===== config.mk =====
export PLATFORM = sky130hd
export DESIGN_NAME = tga_rle_pixel_decoder_top_flat
export DESIGN_NICKNAME = d
export VERILOG_FILES = /design/src/rtl/trpd_pkg.sv /design/src/rtl/trpd_req_if.sv /design/src/rtl/trpd_rsp_if.sv /design/src/rtl/trpd_unpack.sv /design/src/rtl/trpd_convert.sv /design/src/rtl/tga_rle_pixel_decoder_top.sv /design/src/flat_wrapper.sv
export SDC_FILE = /design/constraint.sdc
export NUM_CORES = 1
export LEC_CHECK = 0
export BUFFER_PORTS_ARGS = -buffer_cell sky130_fd_sc_hd__buf_2
export CORE_ASPECT_RATIO = 0.8
export CORE_MARGIN = 5
export CORE_UTILIZATION = 50
export CTS_BUF_LIST = sky130_fd_sc_hd__clkbuf_16
export DETAILED_ROUTE_END_ITERATION = 8
export GPL_ROUTABILITY_DRIVEN = 1
export PLACE_DENSITY = 0.7
export SLEW_MARGIN = 25
export SYNTH_ARGS = -nofsm -noshare
export SYNTH_HDL_FRONTEND = slang
export SYNTH_SLANG_ARGS = --single-unit

===== constraint.sdc =====
create_clock -name clock -period 4.1 [get_ports clock]
set_clock_uncertainty 0.1 [all_clocks]
set_input_delay 0 -clock clock [delete_from_list [all_inputs] [get_ports clock]]
set_output_delay 0 -clock clock [all_outputs]
set_load 0.02 [all_outputs]

===== src/rtl/trpd_pkg.sv =====
// ----------------------------------------------------------------------------
// TGA RLE pixel decoder package
// Shared types and constants: pixel formats, register indexes, pixel records.
// ----------------------------------------------------------------------------
package trpd_pkg;

   localparam int CSR_INDEX_W = 2;
   localparam int CSR_DATA_W  = 2;

   localparam logic [CSR_INDEX_W-1:0] CSR_RLE_ENABLED   = 2'd0;
   localparam logic [CSR_INDEX_W-1:0] CSR_PIXEL_FORMAT  = 2'd1;
   localparam logic [CSR_INDEX_W-1:0] CSR_ONE_BIT_ALPHA = 2'd2;

   localparam logic [1:0] FMT_RGB555 = 2'd0;
   localparam logic [1:0] FMT_BGR    = 2'd1;
   localparam logic [1:0] FMT_BGRA   = 2'd2;

   localparam logic [7:0] ALPHA_OPAQUE = 8'hff;

   typedef struct packed {
      logic       rle_enabled;
      logic [1:0] pixel_format;
      logic       one_bit_alpha;
   } cfg_type;

   typedef struct packed {
      logic [7:0] s0;
      logic [7:0] s1;
      logic [7:0] s2;
      logic [7:0] s3;
      logic [7:0] run_count;
   } pixel_type;

   typedef struct packed {
      logic [7:0] red;
      logic [7:0] green;
      logic [7:0] blue;
      logic [7:0] alpha;
      logic       alpha_valid;
      logic [7:0] run_count;
   } color_type;

   function automatic logic [1:0] last_byte_index(input logic [1:0] fmt);
      logic [1:0] idx;
      case (fmt)
         FMT_RGB555: idx = 2'd1;
         FMT_BGR:    idx = 2'd2;
         default:    idx = 2'd3;
      endcase
      return idx;
   endfunction

   function automatic logic [7:0] widen5(input logic [4:0] c);
      return {c, c[4:2]};
   endfunction

endpackage


===== src/rtl/trpd_req_if.sv =====
// ----------------------------------------------------------------------------
// Request channel
// Valid/ready channel carrying one byte of the pixel stream.
// ----------------------------------------------------------------------------
interface trpd_req_if;
   logic       valid;
   logic       ready;
   logic [7:0] data_byte;

   modport source (output valid, output data_byte, input ready);
   modport sink   (input valid, input data_byte, output ready);
endinterface


===== src/rtl/trpd_rsp_if.sv =====
// ----------------------------------------------------------------------------
// Response channel
// Valid/ready channel carrying one decoded pixel and its run count.
// ----------------------------------------------------------------------------
interface trpd_rsp_if;
   logic       valid;
   logic       ready;
   logic [7:0] red;
   logic [7:0] green;
   logic [7:0] blue;
   logic [7:0] alpha;
   logic       alpha_valid;
   logic [7:0] run_count;

   modport source (output valid, output red, output green, output blue, output alpha,
                   output alpha_valid, output run_count, input ready);
   modport sink   (input valid, input red, input green, input blue, input alpha,
                   input alpha_valid, input run_count, output ready);
endinterface


===== src/rtl/trpd_unpack.sv =====
// ----------------------------------------------------------------------------
// Packet and byte tracker
// Follows packet headers and gathers pixel bytes; flags each complete pixel.
// ----------------------------------------------------------------------------
module trpd_unpack (
   input  logic               clock,
   input  logic               reset,
   input  trpd_pkg::cfg_type  cfg,
   input  logic               accept,
   input  logic [7:0]         data_byte,
   output logic               pix_done,
   output trpd_pkg::pixel_type pixel
);

   typedef enum logic [1:0] {
      PH_HEADER = 2'd0,
      PH_REPEAT = 2'd1,
      PH_RAW    = 2'd2
   } phase_type;

   phase_type   phase_ff, phase_in;
   logic [7:0]  pixels_left_ff, pixels_left_in;
   logic [7:0]  repeat_len_ff, repeat_len_in;
   logic [1:0]  byte_idx_ff, byte_idx_in;
   logic [23:0] partial_ff, partial_in;
   logic [1:0]  last_idx;
   logic        take_byte;

   always_comb begin
      phase_in       = phase_ff;
      pixels_left_in = pixels_left_ff;
      repeat_len_in  = repeat_len_ff;
      byte_idx_in    = byte_idx_ff;
      partial_in     = partial_ff;
      pix_done       = 1'b0;
      last_idx       = trpd_pkg::last_byte_index(cfg.pixel_format);
      take_byte      = !cfg.rle_enabled || phase_ff == PH_REPEAT || phase_ff == PH_RAW;

      pixel.s0        = partial_ff[7:0];
      pixel.s1        = partial_ff[15:8];
      pixel.s2        = partial_ff[23:16];
      pixel.s3        = data_byte;
      pixel.run_count = 8'd1;
      if (last_idx == 2'd1) begin
         pixel.s1 = data_byte;
      end else if (last_idx == 2'd2) begin
         pixel.s2 = data_byte;
      end
      if (cfg.rle_enabled && phase_ff == PH_REPEAT) begin
         pixel.run_count = repeat_len_ff;
      end

      if (accept) begin
         if (take_byte) begin
            if (byte_idx_ff < last_idx) begin
               case (byte_idx_ff)
                  2'd0:    partial_in[7:0]   = data_byte;
                  2'd1:    partial_in[15:8]  = data_byte;
                  2'd2:    partial_in[23:16] = data_byte;
                  default: ;
               endcase
               byte_idx_in = byte_idx_ff + 2'd1;
            end else begin
               pix_done    = 1'b1;
               byte_idx_in = 2'd0;
               partial_in  = '0;
               if (cfg.rle_enabled) begin
                  phase_in = PH_HEADER;
                  if (phase_ff == PH_RAW && pixels_left_ff > 8'd1) begin
                     phase_in       = PH_RAW;
                     pixels_left_in = pixels_left_ff - 8'd1;
                  end else if (phase_ff == PH_RAW) begin
                     pixels_left_in = 8'd0;
                  end
               end
            end
         end else if (data_byte[7]) begin
            repeat_len_in = {1'b0, data_byte[6:0]} + 8'd1;
            phase_in      = PH_REPEAT;
         end else begin
            pixels_left_in = data_byte + 8'd1;
            phase_in       = PH_RAW;
         end
      end
   end

   always_ff @(posedge clock) begin
      if (reset) begin
         phase_ff       <= PH_HEADER;
         pixels_left_ff <= 8'd0;
         repeat_len_ff  <= 8'd0;
         byte_idx_ff    <= 2'd0;
         partial_ff     <= '0;
      end else begin
         phase_ff       <= phase_in;
         pixels_left_ff <= pixels_left_in;
         repeat_len_ff  <= repeat_len_in;
         byte_idx_ff    <= byte_idx_in;
         partial_ff     <= partial_in;
      end
   end

endmodule


===== src/rtl/trpd_convert.sv =====
// ----------------------------------------------------------------------------
// Pixel converter
// Turns gathered 5-5-5, BGR or BGRA bytes into RGB(A) components.
// ----------------------------------------------------------------------------
module trpd_convert (
   input  trpd_pkg::cfg_type   cfg,
   input  trpd_pkg::pixel_type pixel,
   output trpd_pkg::color_type color
);

   always_comb begin
      color.run_count = pixel.run_count;
      case (cfg.pixel_format)
         trpd_pkg::FMT_RGB555: begin
            color.red   = trpd_pkg::widen5(pixel.s1[6:2]);
            color.green = trpd_pkg::widen5({pixel.s1[1:0], pixel.s0[7:5]});
            color.blue  = trpd_pkg::widen5(pixel.s0[4:0]);
            if (cfg.one_bit_alpha) begin
               color.alpha       = pixel.s1[7] ? 8'd0 : trpd_pkg::ALPHA_OPAQUE;
               color.alpha_valid = 1'b1;
            end else begin
               color.alpha       = 8'd0;
               color.alpha_valid = 1'b0;
            end
         end
         trpd_pkg::FMT_BGR: begin
            color.red         = pixel.s2;
            color.green       = pixel.s1;
            color.blue        = pixel.s0;
            color.alpha       = 8'd0;
            color.alpha_valid = 1'b0;
         end
         default: begin
            color.red         = pixel.s2;
            color.green       = pixel.s1;
            color.blue        = pixel.s0;
            color.alpha       = pixel.s3;
            color.alpha_valid = 1'b1;
         end
      endcase
   end

endmodule


===== src/rtl/tga_rle_pixel_decoder_top.sv =====
// ----------------------------------------------------------------------------
// TGA RLE pixel decoder
// Decodes a truecolor TGA pixel byte stream into RGB(A) pixels with run counts.
// ----------------------------------------------------------------------------
// Usage:
//   req_bus carries one stream byte per transaction: packet headers and pixel
//   bytes in file order. rsp_bus carries one transaction per complete pixel:
//   red, green, blue, alpha, alpha_valid and run_count (1 for raw pixels).
//   Header bytes and non-final pixel bytes give no response.
//   The csr_ port writes rle_enabled, pixel_format and one_bit_alpha; write
//   them only while no transaction is in flight.
//   A response appears the cycle after the final pixel byte is taken. The
//   block takes one byte per cycle while the receiver does not stall, set by
//   the single result register that follows the packet tracker and converter.
//   req_bus.ready stays high while the result register is empty or being
//   drained; a stalled receiver holds the pending pixel and stops input.
//   Reset clears the packet state, empties the result register and restores
//   rle_enabled = 1, pixel_format = 24-bit BGR, one_bit_alpha = 0.
// ----------------------------------------------------------------------------
module tga_rle_pixel_decoder_top (
   input  logic                              clock,
   input  logic                              reset,
   trpd_req_if.sink                          req_bus,
   trpd_rsp_if.source                        rsp_bus,
   input  logic                              csr_wr_en,
   input  logic [trpd_pkg::CSR_INDEX_W-1:0]  csr_index,
   input  logic [trpd_pkg::CSR_DATA_W-1:0]   csr_wdata
);

   trpd_pkg::cfg_type   cfg_ff;
   trpd_pkg::pixel_type pixel;
   trpd_pkg::color_type color;
   trpd_pkg::color_type result_ff;
   logic                rsp_valid_ff, rsp_valid_in;
   logic                accept;
   logic                pix_done;

   assign req_bus.ready = !rsp_valid_ff || rsp_bus.ready;
   assign accept        = req_bus.valid && req_bus.ready;

   always_ff @(posedge clock) begin
      if (reset) begin
         cfg_ff.rle_enabled   <= 1'b1;
         cfg_ff.pixel_format  <= trpd_pkg::FMT_BGR;
         cfg_ff.one_bit_alpha <= 1'b0;
      end else if (csr_wr_en) begin
         case (csr_index)
            trpd_pkg::CSR_RLE_ENABLED:   cfg_ff.rle_enabled   <= csr_wdata[0];
            trpd_pkg::CSR_PIXEL_FORMAT:  cfg_ff.pixel_format  <= csr_wdata[1:0];
            trpd_pkg::CSR_ONE_BIT_ALPHA: cfg_ff.one_bit_alpha <= csr_wdata[0];
            default: ;
         endcase
      end
   end

   trpd_unpack u_unpack (
      .clock     (clock),
      .reset     (reset),
      .cfg       (cfg_ff),
      .accept    (accept),
      .data_byte (req_bus.data_byte),
      .pix_done  (pix_done),
      .pixel     (pixel)
   );

   trpd_convert u_convert (
      .cfg   (cfg_ff),
      .pixel (pixel),
      .color (color)
   );

   always_comb begin
      rsp_valid_in = rsp_valid_ff && !rsp_bus.ready;
      if (accept && pix_done) begin
         rsp_valid_in = 1'b1;
      end
   end

   always_ff @(posedge clock) begin
      if (reset) begin
         rsp_valid_ff <= 1'b0;
      end else begin
         rsp_valid_ff <= rsp_valid_in;
      end
   end

   always_ff @(posedge clock) begin
      if (accept && pix_done) begin
         result_ff <= color;
      end
   end

   assign rsp_bus.valid       = rsp_valid_ff;
   assign rsp_bus.red         = result_ff.red;
   assign rsp_bus.green       = result_ff.green;
   assign rsp_bus.blue        = result_ff.blue;
   assign rsp_bus.alpha       = result_ff.alpha;
   assign rsp_bus.alpha_valid = result_ff.alpha_valid;
   assign rsp_bus.run_count   = result_ff.run_count;

`ifndef SYNTHESIS
   a_no_overwrite: assert property (@(posedge clock) disable iff (reset)
      rsp_valid_ff && !rsp_bus.ready |-> !req_bus.ready)
      else $error("input taken while a pending pixel is stalled");

   a_run_nonzero: assert property (@(posedge clock) disable iff (reset)
      rsp_valid_ff |-> result_ff.run_count != 8'd0)
      else $error("pixel with zero run count");

   a_alpha_clear: assert property (@(posedge clock) disable iff (reset)
      rsp_valid_ff && !result_ff.alpha_valid |-> result_ff.alpha == 8'd0)
      else $error("alpha set without alpha_valid");

   a_raw_single: assert property (@(posedge clock) disable iff (reset)
      accept && pix_done && !cfg_ff.rle_enabled |=> rsp_valid_ff && result_ff.run_count == 8'd1)
      else $error("raw-mode pixel without single run count");
`endif

endmodule

===== src/flat_wrapper.sv =====
// flat-port wrapper written by rule: the top's interface ports become plain ports
module tga_rle_pixel_decoder_top_flat 
  (clock, reset, csr_wr_en, csr_index, csr_wdata, req_bus_valid, req_bus_data_byte, req_bus_ready, rsp_bus_valid, rsp_bus_red, rsp_bus_green, rsp_bus_blue, rsp_bus_alpha, rsp_bus_alpha_valid, rsp_bus_run_count, rsp_bus_ready);
  trpd_req_if req_bus_i ();
  trpd_rsp_if rsp_bus_i ();
  input  logic clock;
  input  logic reset;
  input  logic csr_wr_en;
  input  logic [trpd_pkg::CSR_INDEX_W-1:0] csr_index;
  input  logic [trpd_pkg::CSR_DATA_W-1:0] csr_wdata;
  input wire logic [$bits(req_bus_i.valid)-1:0] req_bus_valid;
  input wire logic [$bits(req_bus_i.data_byte)-1:0] req_bus_data_byte;
  output wire logic [$bits(req_bus_i.ready)-1:0] req_bus_ready;
  output wire logic [$bits(rsp_bus_i.valid)-1:0] rsp_bus_valid;
  output wire logic [$bits(rsp_bus_i.red)-1:0] rsp_bus_red;
  output wire logic [$bits(rsp_bus_i.green)-1:0] rsp_bus_green;
  output wire logic [$bits(rsp_bus_i.blue)-1:0] rsp_bus_blue;
  output wire logic [$bits(rsp_bus_i.alpha)-1:0] rsp_bus_alpha;
  output wire logic [$bits(rsp_bus_i.alpha_valid)-1:0] rsp_bus_alpha_valid;
  output wire logic [$bits(rsp_bus_i.run_count)-1:0] rsp_bus_run_count;
  input wire logic [$bits(rsp_bus_i.ready)-1:0] rsp_bus_ready;
  assign req_bus_i.valid = req_bus_valid;
  assign req_bus_i.data_byte = req_bus_data_byte;
  assign req_bus_ready = req_bus_i.ready;
  assign rsp_bus_valid = rsp_bus_i.valid;
  assign rsp_bus_red = rsp_bus_i.red;
  assign rsp_bus_green = rsp_bus_i.green;
  assign rsp_bus_blue = rsp_bus_i.blue;
  assign rsp_bus_alpha = rsp_bus_i.alpha;
  assign rsp_bus_alpha_valid = rsp_bus_i.alpha_valid;
  assign rsp_bus_run_count = rsp_bus_i.run_count;
  assign rsp_bus_i.ready = rsp_bus_ready;
  tga_rle_pixel_decoder_top u_core (.clock(clock), .reset(reset), .req_bus(req_bus_i), .rsp_bus(rsp_bus_i), .csr_wr_en(csr_wr_en), .csr_index(csr_index), .csr_wdata(csr_wdata));
endmodule

==> flow_metrics.py <==
metrics = {
    "status": {
        "outcome": "completed",
    },
    "floorplan": {
        "start_util_pct": 50.88,
        "die_h_um": 90.07,
        "dieArea_um2": 9914,
        "coreArea_um2": 7874,
        "fp.dieW_um": 110.1,
        "io-pin-count": 60,
        "num_rows": 29,
    },
    "clocking": {
        "clk_path_buf_depth": 2,
        "cts_max_level": 3,
        "cts_resized": 0,
        "cts_tree": "done",
        "clk_pin_slew_ps": 60,
        "cts_made_buffers": 9,
        "cts_sinks": 90,
        "cts_root_buf": "clkbuf_16",
        "insertion_delay_ps": 340,
    },
    "worst_setup_path": {
        "r2r_end": "u_core.u_unpack.partial_ff[7]",
        "worstSetupPathDepth": 8,
        "worstSetupEndpoint": "u_core.u_unpack.partial_ff[7]",
        "critical_path_class": "reg2reg",
        "crit_chain": "or2_2 > inv_1 > ha_1 > a21oi_1 > nand2_1 > o21a_1 > nor2_1 > a32o_1",
        "crit_arrival_ps": 3360,
        "worst-r2r-cell-count": 8,
        "rrSetupSlack_ps": 910,
        "cp-startpoint": "u_core.cfg_ff[1]",
        "cp_slowest_cell": "dfxtp_1",
        "worstSetupStartpointType": "flip-flop",
        "path_delay_family": "simple AND/OR/NAND/NOR gates",
        "worstPathBufferInverterCount": 1,
        "endpoint_kind": "flip-flop",
        "r2r_start": "u_core.cfg_ff[1]",
        "path_max_fanout": 18,
        "slowest_delay_ps": 640,
        "required_ps": 4270,
    },
    "timing": {
        "fin_crit_sh_pct": 77.82,
        "setup-tns-final_ps": 0,
        "drv_slew": 0,
        "rsz0062_at_grt": "false",
        "hold_violations": 0,
        "hold_ws_ps": 14.80,
        "fmax_mhz": 313.4,
        "maxSlewHeadroom_pct": 59.22,
        "setup-violations-final": 0,
        "min_period_ps": 3190,
        "tightestPinTransition_ps": 609.5,
    },
    "global_routing": {
        "grt_max_degree": 42,
        "grt_use_total_pct": 19.28,
        "grt_overflow": 0,
        "grt_pass1_vias": 2926,
        "antenna_found_initial": 0,
        "grt_pass1_wl_um": 14890,
    },
    "routing": {
        "drc_errors": 0,
        "drt_first_pass_iters": 5,
        "drtIter0Drc": 178,
        "viasPerCell": 5.440,
        "drt-total-wl_um": 8965,
        "via_count": 3079,
        "antenna_left": 0,
        "wl_per_cell_um": 15.84,
    },
    "cells_and_area": {
        "layout_commonest_cell": "nand2_1",
        "diodes": 0,
        "final_nets": 477,
        "final_core_util_pct": 61.10,
        "final_cell_mix": "71 x nand2_1, 59 x buf_2, 49 x dfxtp_1",
        "drive_gt1_share_pct": 20.09,
        "synthToLayoutAreaGrowth_pct": 20.08,
    },
    "power": {
        "power_density_nw_per_um2": 433.8,
        "ir_drop_mv": 0.2154,
        "p_leak_nw": 1.968,
    },
    "synth": {
        "synth_nets": 409,
        "ys_seq_area_share_pct": 55.22,
        "synth_area_um2": 4006,
        "ys_warn_count": 0,
        "avgSynthCellArea_um2": 10.41,
        "synthFlopType": "dfxtp_1",
        "synth_edf_count": 41,
        "netlist-cell-type-count": 53,
        "synth_seq_cells": 90,
        "netlist_instances": 385,
        "async_flop_share_pct": 0,
    },
    "run": {
        "drv_cap": 0,
    },
    "placed_design": {
        "place.gp.congestion": 0.8193,
        "numPortBuffers": 59,
        "post-dp-hpwl_um": 6052,
    },
    "min_path": {
        "hold_class": "in2reg",
    },
}
## worst min-delay path by stage
| stage | startpoint | to | slack, ps | cells after the start |
|---|---|---|---|---|
| 6_report | csr_wr_en | u_core.cfg_ff[1] | 10 | 4 |
| 5_1_grt | req_bus_data_byte[7] | u_core.rsp_bus.alpha[7] | 40 | 2 |
| 4_1_cts | csr_wr_en | u_core.cfg_ff[2] | 20 | 4 |
| 3_5_place_dp | csr_wdata[1] | u_core.cfg_ff[2] | 170 | 3 |
| 3_3_place_gp | csr_wdata[1] | u_core.cfg_ff[2] | 160 | 3 |
| 2_1_floorplan | csr_wdata[0] | u_core.cfg_ff[3] | 30 | 2 |
## cells in the mapped netlist, drive strengths merged, types with 2 or more instances
| library cell | number | area (um2) |
|---|---|---|
| mux2i | 8 | 80.08 |
| nor2b | 7 | 43.79 |
| a21o | 9 | 67.56 |
| dfxtp | 49 | 980.9 |
| ha | 7 | 87.58 |
| o21ai | 14 | 70.07 |
| nand2b | 3 | 18.77 |
| a211oi | 10 | 85.08 |
| buf | 4 | 25.02 |
| nand4 | 3 | 18.77 |
| inv | 10 | 37.54 |
| or4 | 2 | 22.52 |
| edfxtp | 41 | 1231 |
| nor3 | 4 | 20.02 |
| xor2 | 4 | 35.03 |
| o2bb2ai | 21 | 183.9 |
| nand3 | 3 | 15.01 |
| o211ai | 2 | 20.02 |
| a32o | 4 | 40.04 |
| nand2 | 74 | 300.3 |
| clkbuf | 15 | 63.81 |
| xnor2 | 3 | 33.79 |
| nand3b | 2 | 15.01 |
| nor3b | 2 | 20.02 |
| and2 | 10 | 62.56 |
| o32ai | 2 | 17.52 |
| o22ai | 2 | 12.51 |
| a21oi | 20 | 100.1 |
| nor2 | 31 | 116.4 |
| and3 | 2 | 12.51 |
| o21a | 3 | 22.52 |
| or2 | 2 | 12.51 |
## kinds of logic (layout without fill, tap and decap cells)
kind of cell / Yosys count / in the layout / share of synthesized area, %
DFF: 90 / 90 / 55.22
AOI/OAI and AO/OA: 93 / 93 / 17.65
and+or+nand+nor: 149 / 149 / 17.71
xor gates and xnor gates: 7 / 7 / 1.718
adders and majority gates: 7 / 7 / 2.186
muxes: 9 / 9 / 2.280
buffers and inverters: 30 / 103 / 3.248
## report_power, final
group          switching, mW  total [mW]  internal, mW  leakage (nW)
logic                  0.161       0.265         0.104          1.07
registers             0.0299       0.998         0.968         0.755
clock network          0.348       0.824         0.476         0.144
## per-stage QoR
stage | setup WS (ps) | power, mW | instance area [um2] | cells
after global routing | 575.6 | 2.174 | 4811 | 566
after detailed placement | 960.1 | 1.266 | 4370 | 536
after CTS | 945.4 | 2.095 | 4811 | 566
after floorplan | 1056 | 1.203 | 4006 | 385
after global placement | 1098 | 1.263 | 4370 | 536
final | 909.6 | 2.087 | 4811 | 566
## state kept, by name, summed over array words and instances (netlist names)
signal                          flops
u_core.u_unpack.partial_ff         24
u_core.rsp_bus.alpha                8
u_core.rsp_bus.green                8
u_core.cfg_ff                       4
u_core.rsp_bus.run_count            8
u_core.u_unpack.repeat_len_ff       8
u_core.rsp_bus.valid                1
u_core.u_unpack.pixels_left_ff      8
u_core.rsp_bus.red                  8
u_core.rsp_bus.blue                 8
u_core.u_unpack.phase_ff            2
u_core.u_unpack.byte_idx_ff         2
u_core.rsp_bus.alpha_valid          1
## metal layers
layer,part of all wire (%),wire (um),vias to the layer above,global-route usage [%]
met2,43,3893,125,27.98
met5,0,0,-,0
met1,47,4226,1429,28.31
met3,8.5,761,8,5.444
li1,-,-,1517,-
met4,0.93,83,0,4.673
## repair_timing
action	in CTS	in global routing
endpoints found under the hold margin	24	0
buffers inserted	0	0
hold buffers	14	0
## worst min-delay path: stages
cell and delay (ps):
buf_2 110, nand3b_1 150, o21ai_0 100, nand2_1 60
## area by class of cell
| cell class | instances | area, um2 |
|---|---|---|
| Multi-Input combinational cell | 265 | 1664 |
| Tap cell | 108 | 135.1 |
| Sequential cell | 90 | 2212 |
| Timing Repair Buffer | 76 | 457.9 |
| Fill cell | 653 | 3063 |
| Clock inverter | 7 | 75.07 |
| Clock buffer | 9 | 225.2 |
| Inverter | 11 | 41.29 |
Power figures use the tool's default switching activity.
